--- config.mk ---
export PLATFORM = sky130hd
export DESIGN_NAME = ffba_cell
export DESIGN_NICKNAME = d
export VERILOG_FILES = /design/src/first_fit_block_allocator_unit_defines.svh /design/src/ffba_pkg.sv /design/src/ffba_cell.sv
export SDC_FILE = /design/constraint.sdc
export NUM_CORES = 1
export LEC_CHECK = 0
export BUFFER_PORTS_ARGS = -buffer_cell sky130_fd_sc_hd__buf_2
export CORE_MARGIN = 3
export CORE_UTILIZATION = 45
export DETAILED_ROUTE_END_ITERATION = 8
export GPL_ROUTABILITY_DRIVEN = 0
export PLACE_DENSITY = 0.83
export SLEW_MARGIN = 20
export SYNTH_ARGS = -nofsm -noshare
export SYNTH_HDL_FRONTEND = slang
export SYNTH_SLANG_ARGS = --single-unit
--- constraint.sdc ---
create_clock -name i_clk -period 9.5 [get_ports i_clk]
set_input_delay 0 -clock i_clk [delete_from_list [all_inputs] [get_ports i_clk]]
set_output_delay 0 -clock i_clk [all_outputs]
set_load 0.01 [all_outputs]
--- src/first_fit_block_allocator_unit_defines.svh ---
// ----------------------------------------------------------------------------
// first_fit_block_allocator_unit_defines
// Assertion macros used by the allocator controller RTL.
// ----------------------------------------------------------------------------
`ifndef FIRST_FIT_BLOCK_ALLOCATOR_UNIT_DEFINES_SVH
`define FIRST_FIT_BLOCK_ALLOCATOR_UNIT_DEFINES_SVH

// Same-cycle implication, disabled while reset is asserted
`define FFBA_ASSERT_NOW(lbl, clk, rst_n, ante, cons, msg) \
    lbl: assert property (@(posedge clk) disable iff (!(rst_n)) (ante) |-> (cons)) \
        else $error(msg);

// Next-cycle implication, disabled while reset is asserted
`define FFBA_ASSERT_NEXT(lbl, clk, rst_n, ante, cons, msg) \
    lbl: assert property (@(posedge clk) disable iff (!(rst_n)) (ante) |=> (cons)) \
        else $error(msg);

`endif

--- src/ffba_pkg.sv ---
// ----------------------------------------------------------------------------
// ffba_pkg
// Types and constants for the first-fit block allocator.
// ----------------------------------------------------------------------------
`default_nettype none

package ffba_pkg;

    localparam int MAX_BLOCKS   = 64;
    localparam int IDX_W        = $clog2(MAX_BLOCKS);
    localparam int CNT_W        = $clog2(MAX_BLOCKS + 1);
    localparam int SZ_W         = 21;
    localparam int REQ_W        = 20;
    localparam int ST_W         = 3;
    localparam int NEED_W       = SZ_W + 2;
    localparam int HEADER_BYTES = 24;
    localparam int WORD_BYTES   = 8;

    localparam logic [ST_W-1:0] ST_REUSED   = 3'd0;
    localparam logic [ST_W-1:0] ST_NEW      = 3'd1;
    localparam logic [ST_W-1:0] ST_ZERO     = 3'd2;
    localparam logic [ST_W-1:0] ST_NOSPACE  = 3'd3;
    localparam logic [ST_W-1:0] ST_LARGE    = 3'd4;
    localparam logic [ST_W-1:0] ST_FREED    = 3'd5;
    localparam logic [ST_W-1:0] ST_BADINDEX = 3'd6;

    localparam logic ACT_ALLOC = 1'b0;
    localparam logic ACT_FREE  = 1'b1;

    localparam logic CFG_HEAP_BYTES  = 1'b0;
    localparam logic CFG_LARGE_THRESH = 1'b1;

    // token travelling down the cell chain
    typedef struct packed {
        logic             active;
        logic             op_free;
        logic             found;
        logic [IDX_W-1:0] idx;
        logic [SZ_W-1:0]  size;
        logic [SZ_W-1:0]  offset;
    } t_tok;

    // table write for a newly carved block
    typedef struct packed {
        logic             en;
        logic [IDX_W-1:0] idx;
        logic [SZ_W-1:0]  size;
        logic [SZ_W-1:0]  offset;
    } t_wr;

    typedef struct packed {
        logic [SZ_W-1:0]  granted_size;
        logic [SZ_W-1:0]  data_offset;
        logic [IDX_W-1:0] block_index;
        logic [ST_W-1:0]  status;
    } t_res;

endpackage

`default_nettype wire

--- src/ffba_cell.sv ---
// ----------------------------------------------------------------------------
// ffba_cell
// One table entry. Checks the passing token against its entry and hands the
// token on to the next cell in the following cycle.
// ----------------------------------------------------------------------------
`default_nettype none

module ffba_cell (
    input  wire                        i_clk,
    input  wire                        i_rst_n,
    input  wire [ffba_pkg::IDX_W-1:0]  i_idx,
    input  wire [ffba_pkg::CNT_W-1:0]  i_count,
    input  ffba_pkg::t_wr              i_wr,
    input  ffba_pkg::t_tok             i_tok,
    output ffba_pkg::t_tok             o_tok
);

    logic [ffba_pkg::SZ_W-1:0] r_size;
    logic [ffba_pkg::SZ_W-1:0] r_offset;
    logic                      r_free;
    ffba_pkg::t_tok            r_tok;
    ffba_pkg::t_tok            n_tok;

    logic w_live;
    logic w_hit_alloc;
    logic w_hit_free;

    assign w_live      = ({1'b0, i_idx} < i_count);
    assign w_hit_alloc = i_tok.active && !i_tok.op_free && !i_tok.found && w_live
                         && r_free && (r_size >= i_tok.size);
    assign w_hit_free  = i_tok.active && i_tok.op_free && (i_tok.idx == i_idx);

    always_comb begin
        n_tok = i_tok;
        if (w_hit_alloc || w_hit_free) begin
            n_tok.found  = 1'b1;
            n_tok.idx    = i_idx;
            n_tok.size   = r_size;
            n_tok.offset = r_offset;
        end
    end

    always_ff @(posedge i_clk) begin
        if (!i_rst_n) begin
            r_tok.active <= 1'b0;
        end else begin
            r_tok.active <= n_tok.active;
        end
        r_tok.op_free <= n_tok.op_free;
        r_tok.found   <= n_tok.found;
        r_tok.idx     <= n_tok.idx;
        r_tok.size    <= n_tok.size;
        r_tok.offset  <= n_tok.offset;
    end

    // entry storage: no reset, only entries below the block count are looked at
    always_ff @(posedge i_clk) begin
        if (i_wr.en && (i_wr.idx == i_idx)) begin
            r_size   <= i_wr.size;
            r_offset <= i_wr.offset;
            r_free   <= 1'b0;
        end else if (w_hit_alloc) begin
            r_free <= 1'b0;
        end else if (w_hit_free) begin
            r_free <= 1'b1;
        end
    end

    assign o_tok = r_tok;

endmodule

`default_nettype wire

==> impl_metrics.tcl <==
set metrics [dict create \
    dieHeight_um 99.84 \
    cts_buffers 9 \
    ant_nets 0 \
    synth_area_per_cell_um2 15.07 \
    fmax_mhz 274.4 \
    final_common_cell "buf_2" \
    vias 3028 \
    final-seq-area_mm2 0.002302 \
    final_cell_mix "165 x buf_2, 100 x dlygate4sd3_1, 52 x dfxtp_1, 42 x edfxtp_1, 39 x mux2_4" \
    dp_worst_setup_slack_ps 6289 \
    layout.nets 676 \
    synth_edf_count 42 \
    cp_slowest_stage_delay_ps 750 \
    sequentialPowerShare_pct 53.7 \
    p_clk_share_pct 29.5 \
    r2r-start "r_size[19]$_DFFE_PP_" \
    path_class "reg2reg" \
    min_path_type "in2reg" \
    wl_per_cell_um 15.61 \
    crit_fanout 45 \
    critPathRequiredTime_ps 9730 \
    cts_htree_levels 3 \
    num_antenna_cells 0 \
    netlist.area_leader.share_pct 31.83 \
    synthCells 263 \
    p_leak_nw 2.747 \
    core.rowCount 33 \
    synth_seq_cells 94 \
    grt_start_max_net_pins 46 \
    synthTopCellsByArea "edfxtp_1 32%, dfxtp_1 26%, mux2_4 15%, ha_1 8.2%, inv_1 2.6%" \
    grt_use_total_pct 21.04 \
    via_per_inst 4.695 \
    end_kind "flop" \
    clock_skew_ps 16.91 \
    cp_data_arrival_time_ps 3880 \
    clockBufferDepth 2 \
    yosys_warnings 0 \
    finalSetupTns_ps 0 \
    drt_first_pass_iters 4 \
    critPathCapture "o_tok[45]$_DFF_P_" \
    grt_pass1_vias 3333 \
    multi_input_area_mm2 0.001465 \
    dp_hpwl_mm 6.149 \
    cts_tree "yes" \
    ir_drop_mv 0.08504 \
    port_buffers 165 \
    rsz0062_at_grt "no" \
    clkSlewWorstSetupHoldPaths_ps 90 \
    worstReg2RegEnd "o_tok[45]$_DFF_P_" \
    ys_types 34 \
    core_mm2 0.008382 \
    slowest_stage "nand2b_4" \
    drt_iter0_drc 57 \
    drv_slew 0 \
    synth.cell_area_mm2 0.003963 \
    yosysTopAreaCell "edfxtp_1" \
    dieWidth_um 99.84 \
    ys_seq_area_share_pct 58.10 \
    route.detailed.drc 0 \
    post_cts_buffers 0 \
    syn-num-nets 404 \
    grt_overflow 0 \
    synthFlopType "dfxtp_1" \
    routed_wl_mm 10.07 \
    worst_pin_slew_ps 848.1 \
    power_density_mw_per_mm2 137.8 \
    die_area_mm2 0.009968 \
    slew_headroom_pct 43.46 \
    area_growth_pct 51.78 \
    antenna_found_initial 0 \
    finalSetupViolCount 0 \
    r2r_cells 8 \
    startpoint "r_size[19]$_DFFE_PP_" \
    period_needed_ps 3644 \
    p_int_uw 624.2 \
    drv_cap 0 \
    fillCellCount 558 \
    cts.sinks 94 \
    pwr-share-comb_pct 16.7 \
    hold_viol 0 \
    finalCritPeriodShare_pct 38.36 \
    start_util_pct 47.28 \
    clk_latency_ps 350 \
    ys_async_sr_fraction_pct 0 \
    crit_chain "ha_1 > nand4_1 > nor3_1 > o31ai_1 > a31oi_4 > nand2b_4 > mux2_4 > dlygate4sd3_1" \
    p_switching_uw 204.4 \
    ios 166 \
    status "finished clean" \
    start_kind "flop" \
    switching_share_pct 24.67 \
    cts_root_buf "clkbuf_8" \
    drive_gt1_share_pct 43.89 \
    r2r_setup_slack_ps 5860 \
    setup_slack_ps 5856 \
    grt_pass1_wl_mm 16.14 \
]
==> final cells by class <==
type | instances | area share, %
clock buffers | 10 | 2.122
well taps | 105 | 2.184
flip-flops and latches | 94 | 38.28
multi-input cells | 137 | 24.36
inverters | 27 | 1.685
clock inverters | 6 | 0.8737
repair buffers | 266 | 30.50
==> power groups by stage <==
stage          combinational [mW]  clock, mW  sequential (mW)
2_1_floorplan              0.0489          0            0.462
3_3_place_gp                0.100          0            0.454
3_5_place_dp                0.104          0            0.454
4_1_cts                     0.136      0.251            0.445
5_1_grt                     0.151      0.270            0.447
6_report                    0.138      0.245            0.445
==> what timing repair did <==
action	4_1_cts	5_1_grt
hold buffers	100	0
resized for setup	0	0
hold endpoints to repair	93	0
==> state kept, by name, summed over array words and instances (netlist names) <==
name      cells
o_tok        51
r_free        1
r_offset     21
r_size       21
==> stage by stage <==
step / power, mW / instance area, µm² / utilization [%] / hold slack [ps] / cells
2_1_floorplan: 0.5109 / 3963 / - / 27.72 / 263
3_3_place_gp: 0.5540 / 4833 / 57.67 / 169.5 / 529
3_5_place_dp: 0.5580 / 4833 / 57.67 / 168.1 / 529
4_1_cts: 0.8318 / 6015 / 71.76 / 133.6 / 645
5_1_grt: 0.8679 / 6015 / 71.76 / 149.9 / 645
6_report: 0.8285 / 6015 / 71.76 / 151.1 / 645
==> routing by layer <==
| metal | track usage, % | vias to the layer above | wire length, µm |
|---|---|---|---|
| li1 | - | 1475 | - |
| met1 | 20.36 | 1412 | 3414 |
| met2 | 42.38 | 125 | 5836 |
| met3 | 5.698 | 16 | 637 |
| met4 | 6.408 | 0 | 182 |
| met5 | 0 | - | 0 |
==> synth_stat cells (2+ instances only) <==
cell / number
a211oi_1: 2
nand2b_1: 2
a21oi_1: 8
nand2_1: 5
nor2b_1: 2
nor2_1: 5
buf_12: 5
nand4_1: 5
mux2_2: 9
edfxtp_1: 42
inv_1: 27
dfxtp_1: 52
nand3_1: 4
ha_1: 26
xnor2_1: 7
nor3_1: 2
mux2_4: 39
xor2_1: 5
==> logic make-up (layout without fill, tap and decap cells) <==
logic type,after synthesis,after routing,share of synthesized area (%)
compound gates,21,21,4.136
xor+xnor,12,12,2.652
mux,48,48,17.34
flops,94,94,58.10
buf+inv,32,309,5.084
fa+ha+maj,26,26,8.210
simple gates,30,30,4.484
==> worst min-delay path by stage <==
stage / cells past startpoint / to / slack [ps] / startpoint
floorplan: 0 / o_tok[49]$_DFF_P_ / 30 / i_tok[49]
global placement: 1 / o_tok[49]$_DFF_P_ / 170 / i_tok[49]
detailed placement: 1 / o_tok[49]$_DFF_P_ / 170 / i_tok[49]
CTS: 4 / r_free$_SDFFE_PP0P_ / 130 / i_idx[5]
global route: 4 / r_free$_SDFFE_PP0P_ / 150 / i_idx[5]
finish: 4 / r_free$_SDFFE_PP0P_ / 150 / i_idx[5]
==> critical path: cells and delay by family (launching register included) <==
| kind | cells | cell delay, ps |
|---|---|---|
| compound gates | 2 | 570 |
| fa+ha+maj | 1 | 330 |
| flops | 1 | 410 |
| buf+inv | 1 | 550 |
| mux | 1 | 360 |
| simple gates | 3 | 1310 |
Note: power is estimated with default switching activity, not from simulation.
