[src/first_fit_block_allocator_unit_defines.svh]
// ----------------------------------------------------------------------------
// first_fit_block_allocator_unit_defines
// Assertion macros used by the allocator controller RTL.
// ----------------------------------------------------------------------------
`ifndef FIRST_FIT_BLOCK_ALLOCATOR_UNIT_DEFINES_SVH
`define FIRST_FIT_BLOCK_ALLOCATOR_UNIT_DEFINES_SVH

// Same-cycle implication, disabled while reset is asserted
`define FFBA_ASSERT_NOW(lbl, clk, rst_n, ante, cons, msg) \
    lbl: assert property (@(posedge clk) disable iff (!(rst_n)) (ante) |-> (cons)) \
        else $error(msg);

// Next-cycle implication, disabled while reset is asserted
`define FFBA_ASSERT_NEXT(lbl, clk, rst_n, ante, cons, msg) \
    lbl: assert property (@(posedge clk) disable iff (!(rst_n)) (ante) |=> (cons)) \
        else $error(msg);

`endif

[src/ffba_pkg.sv]
// ----------------------------------------------------------------------------
// ffba_pkg
// Types and constants for the first-fit block allocator.
// ----------------------------------------------------------------------------
`default_nettype none

package ffba_pkg;

    localparam int MAX_BLOCKS   = 64;
    localparam int IDX_W        = $clog2(MAX_BLOCKS);
    localparam int CNT_W        = $clog2(MAX_BLOCKS + 1);
    localparam int SZ_W         = 21;
    localparam int REQ_W        = 20;
    localparam int ST_W         = 3;
    localparam int NEED_W       = SZ_W + 2;
    localparam int HEADER_BYTES = 24;
    localparam int WORD_BYTES   = 8;

    localparam logic [ST_W-1:0] ST_REUSED   = 3'd0;
    localparam logic [ST_W-1:0] ST_NEW      = 3'd1;
    localparam logic [ST_W-1:0] ST_ZERO     = 3'd2;
    localparam logic [ST_W-1:0] ST_NOSPACE  = 3'd3;
    localparam logic [ST_W-1:0] ST_LARGE    = 3'd4;
    localparam logic [ST_W-1:0] ST_FREED    = 3'd5;
    localparam logic [ST_W-1:0] ST_BADINDEX = 3'd6;

    localparam logic ACT_ALLOC = 1'b0;
    localparam logic ACT_FREE  = 1'b1;

    localparam logic CFG_HEAP_BYTES  = 1'b0;
    localparam logic CFG_LARGE_THRESH = 1'b1;

    // token travelling down the cell chain
    typedef struct packed {
        logic             active;
        logic             op_free;
        logic             found;
        logic [IDX_W-1:0] idx;
        logic [SZ_W-1:0]  size;
        logic [SZ_W-1:0]  offset;
    } t_tok;

    // table write for a newly carved block
    typedef struct packed {
        logic             en;
        logic [IDX_W-1:0] idx;
        logic [SZ_W-1:0]  size;
        logic [SZ_W-1:0]  offset;
    } t_wr;

    typedef struct packed {
        logic [SZ_W-1:0]  granted_size;
        logic [SZ_W-1:0]  data_offset;
        logic [IDX_W-1:0] block_index;
        logic [ST_W-1:0]  status;
    } t_res;

endpackage

`default_nettype wire

[src/ffba_ctrl.sv]
// ----------------------------------------------------------------------------
// ffba_ctrl
// Request decode, bump pointer, block count, configuration and result
// register. Launches a token into the cell chain for a scan and finishes the
// request when the token leaves the last cell; others are answered without a scan.
// ----------------------------------------------------------------------------
`default_nettype none
`include "first_fit_block_allocator_unit_defines.svh"

module ffba_ctrl (
    input  wire                         i_clk,
    input  wire                         i_rst_n,
    input  wire                         i_cfg_valid,
    output logic                        o_cfg_ready,
    input  wire                         i_cfg_index,
    input  wire [ffba_pkg::SZ_W-1:0]    i_cfg_data,
    input  wire                         i_act,
    input  wire [ffba_pkg::REQ_W-1:0]   i_req_size,
    input  wire [ffba_pkg::IDX_W-1:0]   i_free_index,
    input  wire                         i_in_valid,
    output logic                        o_in_ready,
    output logic                        o_out_valid,
    input  wire                         i_out_ready,
    output ffba_pkg::t_res              o_res,
    output ffba_pkg::t_tok              o_launch,
    input  ffba_pkg::t_tok              i_chain_out,
    output ffba_pkg::t_wr               o_wr,
    output logic [ffba_pkg::CNT_W-1:0]  o_count
);

    localparam logic [1:0] S_IDLE = 2'd0;
    localparam logic [1:0] S_SCAN = 2'd1;
    localparam logic [1:0] S_PEND = 2'd2;

    localparam logic [ffba_pkg::SZ_W-1:0] WMASK = ffba_pkg::SZ_W'(ffba_pkg::WORD_BYTES - 1);
    localparam logic [ffba_pkg::SZ_W-1:0] HDR   = ffba_pkg::SZ_W'(ffba_pkg::HEADER_BYTES);

    logic [1:0]                   r_state;
    logic [ffba_pkg::SZ_W-1:0]    r_heap_bytes;
    logic [ffba_pkg::SZ_W-1:0]    r_large_thr;
    logic [ffba_pkg::CNT_W-1:0]   r_count;
    logic [ffba_pkg::SZ_W-1:0]    r_heap_top;
    logic [ffba_pkg::SZ_W-1:0]    r_rounded;
    ffba_pkg::t_tok               r_launch;
    ffba_pkg::t_wr                r_wr;
    ffba_pkg::t_res               r_res;
    ffba_pkg::t_res               r_out;
    logic                         r_out_valid;

    logic                         w_accept;
    logic [ffba_pkg::SZ_W-1:0]    w_rounded;
    logic [ffba_pkg::NEED_W-1:0]  w_need;
    logic                         w_nospace;

    assign o_cfg_ready = 1'b1;
    assign o_in_ready  = (r_state == S_IDLE);
    assign w_accept    = i_in_valid && o_in_ready;

    assign w_rounded = ({1'b0, i_req_size} + WMASK) & ~WMASK;
    assign w_need    = ffba_pkg::NEED_W'(r_heap_top) + ffba_pkg::NEED_W'(HDR)
                       + ffba_pkg::NEED_W'(r_rounded);
    assign w_nospace = (r_count >= ffba_pkg::CNT_W'(ffba_pkg::MAX_BLOCKS))
                       || (w_need > ffba_pkg::NEED_W'(r_heap_bytes));

    always_ff @(posedge i_clk) begin
        if (!i_rst_n) begin
            r_heap_bytes <= ffba_pkg::SZ_W'(1048576);
            r_large_thr  <= ffba_pkg::SZ_W'(131072);
        end else if (i_cfg_valid) begin
            case (i_cfg_index)
                ffba_pkg::CFG_HEAP_BYTES:   r_heap_bytes <= i_cfg_data;
                ffba_pkg::CFG_LARGE_THRESH: r_large_thr  <= i_cfg_data;
                default: ;
            endcase
        end
    end

    always_ff @(posedge i_clk) begin
        if (!i_rst_n) begin
            r_state         <= S_IDLE;
            r_count         <= '0;
            r_heap_top      <= '0;
            r_launch.active <= 1'b0;
            r_wr.en         <= 1'b0;
            r_out_valid     <= 1'b0;
        end else begin
            r_launch.active <= 1'b0;
            r_wr.en         <= 1'b0;
            if (r_out_valid && i_out_ready) begin
                r_out_valid <= 1'b0;
            end
            case (r_state)
                S_IDLE: begin
                    if (w_accept) begin
                        r_rounded <= w_rounded;
                        r_res     <= '0;
                        if (i_act == ffba_pkg::ACT_FREE) begin
                            if ({1'b0, i_free_index} >= r_count) begin
                                r_res.status      <= ffba_pkg::ST_BADINDEX;
                                r_res.block_index <= i_free_index;
                                r_state           <= S_PEND;
                            end else begin
                                r_launch.active <= 1'b1;
                                r_state         <= S_SCAN;
                            end
                        end else if (i_req_size == '0) begin
                            r_res.status <= ffba_pkg::ST_ZERO;
                            r_state      <= S_PEND;
                        end else if (w_rounded >= r_large_thr) begin
                            r_res.status       <= ffba_pkg::ST_LARGE;
                            r_res.granted_size <= w_rounded;
                            r_state            <= S_PEND;
                        end else begin
                            r_launch.active <= 1'b1;
                            r_state         <= S_SCAN;
                        end
                    end
                end
                S_SCAN: begin
                    if (i_chain_out.active) begin
                        r_state <= S_PEND;
                        if (i_chain_out.op_free) begin
                            r_res.status       <= ffba_pkg::ST_FREED;
                            r_res.block_index  <= i_chain_out.idx;
                            r_res.data_offset  <= i_chain_out.offset + HDR;
                            r_res.granted_size <= i_chain_out.size;
                        end else if (i_chain_out.found) begin
                            r_res.status       <= ffba_pkg::ST_REUSED;
                            r_res.block_index  <= i_chain_out.idx;
                            r_res.data_offset  <= i_chain_out.offset + HDR;
                            r_res.granted_size <= i_chain_out.size;
                        end else if (w_nospace) begin
                            r_res.status       <= ffba_pkg::ST_NOSPACE;
                            r_res.granted_size <= r_rounded;
                        end else begin
                            r_res.status       <= ffba_pkg::ST_NEW;
                            r_res.block_index  <= r_count[ffba_pkg::IDX_W-1:0];
                            r_res.data_offset  <= r_heap_top + HDR;
                            r_res.granted_size <= r_rounded;
                            r_wr.en            <= 1'b1;
                            r_count            <= r_count + ffba_pkg::CNT_W'(1);
                            r_heap_top         <= w_need[ffba_pkg::SZ_W-1:0];
                        end
                    end
                end
                S_PEND: begin
                    if (!r_out_valid || i_out_ready) begin
                        r_out_valid <= 1'b1;
                        r_state     <= S_IDLE;
                    end
                end
                default: r_state <= S_IDLE;
            endcase
        end
    end

    // payload of the launch token, the table write and the output result
    always_ff @(posedge i_clk) begin
        if (w_accept) begin
            r_launch.op_free <= i_act;
            r_launch.found   <= 1'b0;
            r_launch.idx     <= i_free_index;
            r_launch.size    <= w_rounded;
            r_launch.offset  <= '0;
        end
        r_wr.idx    <= r_count[ffba_pkg::IDX_W-1:0];
        r_wr.size   <= r_rounded;
        r_wr.offset <= r_heap_top;
        if ((r_state == S_PEND) && (!r_out_valid || i_out_ready)) begin
            r_out <= r_res;
        end
    end

    assign o_launch    = r_launch;
    assign o_wr        = r_wr;
    assign o_count     = r_count;
    assign o_res       = r_out;
    assign o_out_valid = r_out_valid;

    `FFBA_ASSERT_NOW(a_count_bound, i_clk, i_rst_n, 1'b1,
        r_count <= ffba_pkg::CNT_W'(ffba_pkg::MAX_BLOCKS), "block count past table size")
    `FFBA_ASSERT_NOW(a_token_in_scan, i_clk, i_rst_n, i_chain_out.active,
        r_state == S_SCAN, "token left chain outside a scan")
    `FFBA_ASSERT_NEXT(a_accept_busy, i_clk, i_rst_n, w_accept,
        r_state != S_IDLE, "accepted transaction left controller idle")
    `FFBA_ASSERT_NEXT(a_write_new, i_clk, i_rst_n, r_wr.en,
        r_out_valid || r_state == S_PEND, "table write without a pending result")

endmodule

`default_nettype wire
[config.mk]
export PLATFORM = sky130hd
export DESIGN_NAME = ffba_ctrl
export DESIGN_NICKNAME = d
export VERILOG_FILES = /design/src/ffba_pkg.sv /design/src/ffba_ctrl.sv
export VERILOG_INCLUDE_DIRS = /design/src /design/src/src
export SDC_FILE = /design/constraint.sdc
export NUM_CORES = 1
export LEC_CHECK = 0
export BUFFER_PORTS_ARGS = -buffer_cell sky130_fd_sc_hd__buf_4
export CAP_MARGIN = 20
export CORE_UTILIZATION = 35
export DETAILED_ROUTE_END_ITERATION = 6
export GPL_TIMING_DRIVEN = 0
export HOLD_SLACK_MARGIN = 0.06
export SYNTH_ARGS = -nofsm -noshare
export SYNTH_HDL_FRONTEND = slang
export SYNTH_SLANG_ARGS = --single-unit
[constraint.sdc]
create_clock -name i_clk -period 6.75 [get_ports i_clk]
set_clock_uncertainty 0.1 [all_clocks]
set_input_delay 1.6875 -clock i_clk [delete_from_list [all_inputs] [get_ports i_clk]]
set_output_delay 1.6875 -clock i_clk [all_outputs]
set_load 0.05 [all_outputs]
==> results.sh, run 1 <==
export IMPL_outcome="finished, final reports clean"
export IMPL_cts_repair_resized=0
export IMPL_critPathArrivalTime_ns=6.28
export IMPL_cp_max_fo=21
export IMPL_ir_drop_mv=0.195
export IMPL_p_per_area_nw_per_um2=254
export IMPL_synth_common_cells="nand2_1 (187), edfxtp_1 (145), dfxtp_1 (114)"
export IMPL_post_route_period_util_pct=90.6
export IMPL_cts_buffers=29
export IMPL_seq_area_frac_synth_pct=54.6
export IMPL_clkPwrFrac_pct=38.9
export IMPL_drive_gt1_share_pct=23.3
export IMPL_internal_power_mw=2.88
export IMPL_postSynthAreaPerCell_um2=10.8
export IMPL_crit_start="r_rounded[12]$_DFFE_PP_"
export IMPL_die_area_um2=35400
export IMPL_top_layer="met4"
export IMPL_synth_most_common_cell="nand2_1"
export IMPL_drt_iter0_drc=563
export IMPL_synth_area_leader_cell="edfxtp_1"
export IMPL_die_w_um=188
export IMPL_post_drt_wl_per_cell_um=17.8
export IMPL_critPathKind="reg -> reg"
export IMPL_setup_viol=0
export IMPL_fin_ws_ns=0.635
export IMPL_combPwrFrac_pct=15.8
export IMPL_cts_clk_slew_worst_paths_ns=0.06
export IMPL_ff2ff_path_depth=18
export IMPL_synth_edf_count=145
export IMPL_leakage_nw=6.48
export IMPL_initial_core_util_pct=35.9
export IMPL_antenna_cells=0
export IMPL_overflow=0
export IMPL_avgViaCountPerCell=4.89
export IMPL_root_buffer="clkbuf_16"
export IMPL_rsz0062_at_grt="no"
export IMPL_synth_seq_cells=259
export IMPL_clk_latency_ns=0.56
export IMPL_drtAntennaViolNets=0
export IMPL_switching_share_pct=27.5
export IMPL_synthesis_area_um2=12100
export IMPL_fmax_ghz=0.164
export IMPL_r2r_slack_ns=0.63
export IMPL_rows=67
export IMPL_drt_met1_wl_mm=15.5
export IMPL_ys_flop_type="edfxtp_1"
export IMPL_hold_class="reg -> reg"
export IMPL_met2_length_mm=15.3
export IMPL_fp_dieH_um=188
export IMPL_wl_met3_mm=1.89
export IMPL_yosysTopAreaCellShare_pct=35.9
export IMPL_nets=1604
export IMPL_ff_latch_area_um2=6640
export IMPL_hpwlAfterDp_mm=26.4
export IMPL_syn_inst=1120
export IMPL_holdWs_ns=0.297
export IMPL_yosysWarnings=0
export IMPL_coreArea_um2=33900
export IMPL_grt_pass1_wl_mm=50.7
export IMPL_multi_input_area_um2=4990
export IMPL_cts_tree="yes"
export IMPL_ctsHoldBuffers=0
export IMPL_slew_viol_final=0
export IMPL_cts_buffer_depth=3
export IMPL_first_pass_iters=5
export IMPL_grt_pass1_vias=8877
export IMPL_port_buffers=232
export IMPL_drt_wl_total_mm=33.5
export IMPL_grt_use_total_pct=18.6
export IMPL_switching_power_mw=1.09
export IMPL_ioPinCount=266
export IMPL_gp_congestion=0.861
export IMPL_clkSinkCount=259
export IMPL_ys_types=58
export IMPL_r2r_start="r_rounded[12]$_DFFE_PP_"
export IMPL_synth_area_top_cells="edfxtp_1 (36%), dfxtp_1 (19%), ha_1 (8.3%)"
export IMPL_vias=9233
export IMPL_finalHoldViolations=0
export IMPL_async_flop_share_pct=0
export IMPL_drc=0
export IMPL_antenna_found_initial=0
export IMPL_grt_max_degree=28
export IMPL_worstMarginPinSlew_ns=0.867
export IMPL_endpoint="r_res[19]$_SDFFCE_PN0P_"
export IMPL_cp_required_ns=6.92
export IMPL_max_cap_violations=0
export IMPL_rr_endpoint="r_res[19]$_SDFFCE_PN0P_"
export IMPL_slew_headroom_pct=42.2
export IMPL_pre_cts_ws_ns=0.563
export IMPL_post_cts_buffers=0
export IMPL_critPathLaunchType="flop"
export IMPL_end_kind="flop"
export IMPL_htreeDepth=1
export IMPL_post_route_min_period_ns=6.12
export IMPL_fillers=3248
export IMPL_area_delta_synth_final_pct=28.7
export IMPL_seqPwrFrac_pct=45.4
kinds of logic after synthesis:
family	after synthesis	share of synthesized area, %
other	2	0.0618
adders and majority gates	82	8.51
xor gates and xnor gates	62	4.47
DFF	259	54.6
and+or+nand+nor	354	13.8
AOI/OAI and AO/OA	180	9.31
buffers and inverters	134	5.32
muxes	47	3.87
routing by layer:
layer	GRT usage (%)	vias to the layer above
li1	-	4490
met2	29.9	327
met1	26.2	4365
met5	0	-
met3	2.44	51
met4	5.00	0
layout make-up:
| type | instances | share of cell area [%] |
|---|---|---|
| Clock inverter | 17 | 1.01 |
| Inverter | 62 | 1.49 |
| Multi-Input combinational cell | 757 | 32.0 |
| Buffer | 72 | 2.64 |
| Sequential cell | 259 | 42.5 |
| Tap cell | 448 | 3.59 |
| Clock buffer | 37 | 5.03 |
| Timing Repair Buffer | 236 | 11.8 |
metrics by stage:
stage	cells	util [%]	setup TNS [ns]	area [um2]	total power [mW]
floorplan	1150	-	0	12300	2.22
global placement	1830	43.0	-8.55	14600	2.44
detailed placement	1834	43.4	0	14700	2.46
CTS	1888	46.1	0	15600	4.00
global route	1888	46.1	0	15600	4.12
finish	1888	46.1	0	15600	3.97
worst min-delay path by stage:
stage                                     from               to  slack [ns]  cells past startpoint
finish              r_heap_top[4]$_SDFFE_PN0P_  o_wr[4]$_DFF_P_        0.30                      0
CTS                 r_heap_top[4]$_SDFFE_PN0P_  o_wr[4]$_DFF_P_        0.29                      0
global route        r_heap_top[4]$_SDFFE_PN0P_  o_wr[4]$_DFF_P_        0.30                      0
detailed placement  r_heap_top[4]$_SDFFE_PN0P_  o_wr[4]$_DFF_P_        0.29                      0
global placement    r_heap_top[4]$_SDFFE_PN0P_  o_wr[4]$_DFF_P_        0.29                      0
floorplan           r_heap_top[4]$_SDFFE_PN0P_  o_wr[4]$_DFF_P_        0.26                      0
power by group through the flow:
stage,clock [mW],combinational [mW],sequential [mW]
final,1.54,0.625,1.80
after global routing,1.64,0.672,1.81
after CTS,1.57,0.626,1.80
after detailed placement,0,0.624,1.83
after global placement,0,0.601,1.84
after floorplan,0,0.276,1.95
cell usage in the layout, fill, tap and decap left out, types with 32 or more instances in the layout:
| cell | instances |
|---|---|
| buf_4 | 264 |
| nand2_1 | 187 |
| edfxtp_1 | 145 |
| dfxtp_1 | 114 |
| ha_1 | 81 |
| a21oi_1 | 71 |
| inv_1 | 61 |
| nor2_1 | 48 |
| mux2i_1 | 47 |
| xnor2_1 | 39 |
| clkbuf_1 | 38 |
| nand3_1 | 33 |
| conb_1 | 32 |
worst max-delay path, stage by stage (launching register included):
cell       delay, ns
edfxtp_1        0.53
ha_1            0.33
ha_1            0.36
a21oi_1         0.24
o21ai_1         0.17
a2111oi_4       0.50
nor2_1          0.14
a2111oi_0       0.53
nor3_1          0.19
ha_1            0.32
o21ai_0         0.15
o21ai_0         0.10
a21oi_1         0.20
nand3_1         0.08
o21ai_0         0.58
nand3b_4        0.30
o211ai_1        0.29
and2_1          0.48
buf_16          0.23
flip-flops by register name, indices dropped and copies added (netlist names):
register,cells
o_res,51
o_launch,26
o_wr,43
r_large_thr,21
r_heap_top,18
r_heap_bytes,21
o_out_valid,1
r_res,51
r_state,2
r_rounded,18
o_count,7
(Power assumes the default switching activity.)
==> run 2, diff against run 1 <==
==> constraint.sdc (replaced) <==
create_clock -name i_clk -period 4.96 [get_ports i_clk]
set_clock_uncertainty 0.1 [all_clocks]
set_input_delay 0.248 -clock i_clk [delete_from_list [all_inputs] [get_ports i_clk]]
set_output_delay 0.248 -clock i_clk [all_outputs]
set_load 0.05 [all_outputs]
==> results.sh, run 2 (same netlist as run 1, synthesis figures left out) <==
export IMPL_fillers=3091
export IMPL_area_delta_synth_final_pct=37.5
export IMPL_fp_dieH_um=188
export IMPL_finalHoldViolations=0
export IMPL_critical_path_depth=20
export IMPL_cts_clk_slew_worst_paths_ns=0.06
export IMPL_p_per_area_nw_per_um2=323
export IMPL_combPwrFrac_pct=17.4
export IMPL_antenna_cells=0
export IMPL_worstMarginPinSlew_ns=0.819
export IMPL_root_buffer="clkbuf_16"
export IMPL_vias=9623
export IMPL_hpwlAfterDp_mm=26.3
export IMPL_place_area_um2=14600
export IMPL_stdcell_count=1993
export IMPL_switching_share_pct=27.7
export IMPL_ir_drop_mv=0.259
export IMPL_seqPwrFrac_pct=45.5
export IMPL_path_cells="ha_4 > ha_1 > a211oi_2 > o21ai_2 > a2111oi_4 > nor3_1 > nand3b_1 > mux2i_2 > nand2_1 > ha_1 > o21a_1 > a21oi_2 > nand3_1 > o21ai_4 > nand3b_4 > buf_4 > nor3_4 > buf_6 > buf_4 > a22o_1"
export IMPL_rows=67
export IMPL_endpoint="o_count[6]$_SDFFE_PN0P_"
export IMPL_drc=0
export IMPL_die_w_um=188
export IMPL_post_route_min_period_ns=4.82
export IMPL_htreeDepth=1
export IMPL_overflow=0
export IMPL_first_pass_iters=5
export IMPL_r2r_start="r_rounded[5]$_DFFE_PP_"
export IMPL_utilization_pct=49.3
export IMPL_clkSinkCount=259
export IMPL_initial_core_util_pct=35.9
export IMPL_critPathLaunchType="flop"
export IMPL_cts_tree="yes"
export IMPL_cp_max_fo=8
export IMPL_slowest_delay_ns=0.49
export IMPL_slowest_stage="edfxtp_1"
export IMPL_max_cap_violations=0
export IMPL_antenna_found_initial=0
export IMPL_r2r_slack_ns=0.14
export IMPL_outcome="finished, final reports clean"
export IMPL_cp_required_ns=5.36
export IMPL_clk_latency_ns=0.56
export IMPL_end_kind="flop"
export IMPL_drive_gt1_share_pct=24.0
export IMPL_crit_start="r_rounded[5]$_DFFE_PP_"
export IMPL_grt_pass1_vias=9351
export IMPL_post_drt_wl_per_cell_um=17.7
export IMPL_hold_class="in -> reg"
export IMPL_ff2ff_path_depth=20
export IMPL_layout_common_cells="buf_4 (279), nand2_1 (187), edfxtp_1 (145)"
export IMPL_rr_endpoint="o_count[6]$_SDFFE_PN0P_"
export IMPL_critPathBufInv=3
export IMPL_fmax_ghz=0.207
export IMPL_avgViaCountPerCell=4.83
export IMPL_post_route_period_util_pct=97.2
export IMPL_cts_buffer_depth=3
export IMPL_slew_headroom_pct=45.4
export IMPL_fin_area_um2=16700
export IMPL_hold_depth=3
export IMPL_drt_wl_total_mm=35.4
export IMPL_leakage_nw=6.90
export IMPL_grt_pass1_wl_mm=53.0
export IMPL_die_area_um2=35400
export IMPL_ioPinCount=266
export IMPL_layout_commonest_cell="buf_4"
export IMPL_nets=1710
export IMPL_port_buffers=232
export IMPL_path_delay_family="compound AO/OA/AOI/OAI gates"
export IMPL_ff_latch_area_um2=6650
export IMPL_clkPwrFrac_pct=37.2
export IMPL_cts_buffers=28
export IMPL_critPathKind="reg -> reg"
export IMPL_grt_use_total_pct=19.3
export IMPL_dp_cells=1833
export IMPL_slew_viol_final=0
export IMPL_drtAntennaViolNets=0
export IMPL_coreArea_um2=33900
export IMPL_critPathArrivalTime_ns=5.22
export IMPL_internal_power_mw=3.89
export IMPL_setup_viol=0
export IMPL_drt_iter0_drc=712
export IMPL_switching_power_mw=1.49
export IMPL_multi_input_area_um2=5130
export IMPL_gp_congestion=0.842
export IMPL_grt_max_degree=28
run 2: area by class of cell:
| type | instances | area share, % |
|---|---|---|
| Buffer | 72 | 2.47 |
| Clock buffer | 37 | 4.40 |
| Clock inverter | 15 | 0.922 |
| Inverter | 62 | 1.39 |
| Multi-Input combinational cell | 760 | 30.7 |
| Sequential cell | 259 | 39.8 |
| Tap cell | 448 | 3.36 |
| Timing Repair Buffer | 340 | 16.9 |
run 2: worst min path at each step:
stage / from / endpoint / slack [ns]
floorplan: i_free_index[0] / o_launch[42]$_DFFE_PP_ / 0.25
global placement: r_heap_top[4]$_SDFFE_PN0P_ / o_wr[4]$_DFF_P_ / 0.28
detailed placement: r_heap_top[4]$_SDFFE_PN0P_ / o_wr[4]$_DFF_P_ / 0.28
CTS: i_chain_out[14] / r_res[23]$_SDFFCE_PN0P_ / 0.07
global route: i_in_valid / r_res[30]$_SDFFCE_PN0P_ / 0.1
finish: i_chain_out[14] / r_res[23]$_SDFFCE_PN0P_ / 0.09
run 2: stage by stage:
| stage | setup WS (ns) | power [mW] | TNS [ns] | hold slack [ns] |
|---|---|---|---|---|
| finish | 0.140 | 5.39 | 0 | 0.0930 |
| global route | -0.101 | 5.58 | -1.61 | 0.0961 |
| CTS | 0.0730 | 5.41 | 0 | 0.0682 |
| detailed placement | -0.975 | 3.34 | -35.85 | 0.282 |
| global placement | -0.996 | 3.32 | -36.82 | 0.280 |
| floorplan | 0.210 | 3.03 | 0 | 0.247 |
run 2: repair_timing:
item	CTS	global route
pin swaps	5	12
gates resized for setup	11	30
endpoints found under the hold margin	107	0
cloned	3	2
buffers inserted	6	9
hold buffers	87	0
endpoints found under the setup margin	54	53
run 2: worst register-to-register path: cells and delay by family (launching register included):
family	cells	cell delay [ns]
compound gates	7	1.49
simple gates	6	1.04
fa+ha+maj	3	0.91
flops	1	0.49
buf+inv	3	0.49
mux	1	0.26
run 2: power groups by stage:
stage	logic [mW]	registers [mW]	clock network, mW
6_report	0.935	2.45	2.00
5_1_grt	1.00	2.46	2.12
4_1_cts	0.914	2.45	2.04
3_5_place_dp	0.842	2.50	0
3_3_place_gp	0.818	2.50	0
2_1_floorplan	0.376	2.65	0
run 2: layer usage:
layer / GRT usage, % / routed length (um) / vias up
met2: 33.0 / 16800 / 316
li1: - / - / 4710
met5: 0 / 0 / -
met3: 2.38 / 1800 / 55
met1: 26.1 / 16000 / 4542
met4: 4.28 / 783 / 0
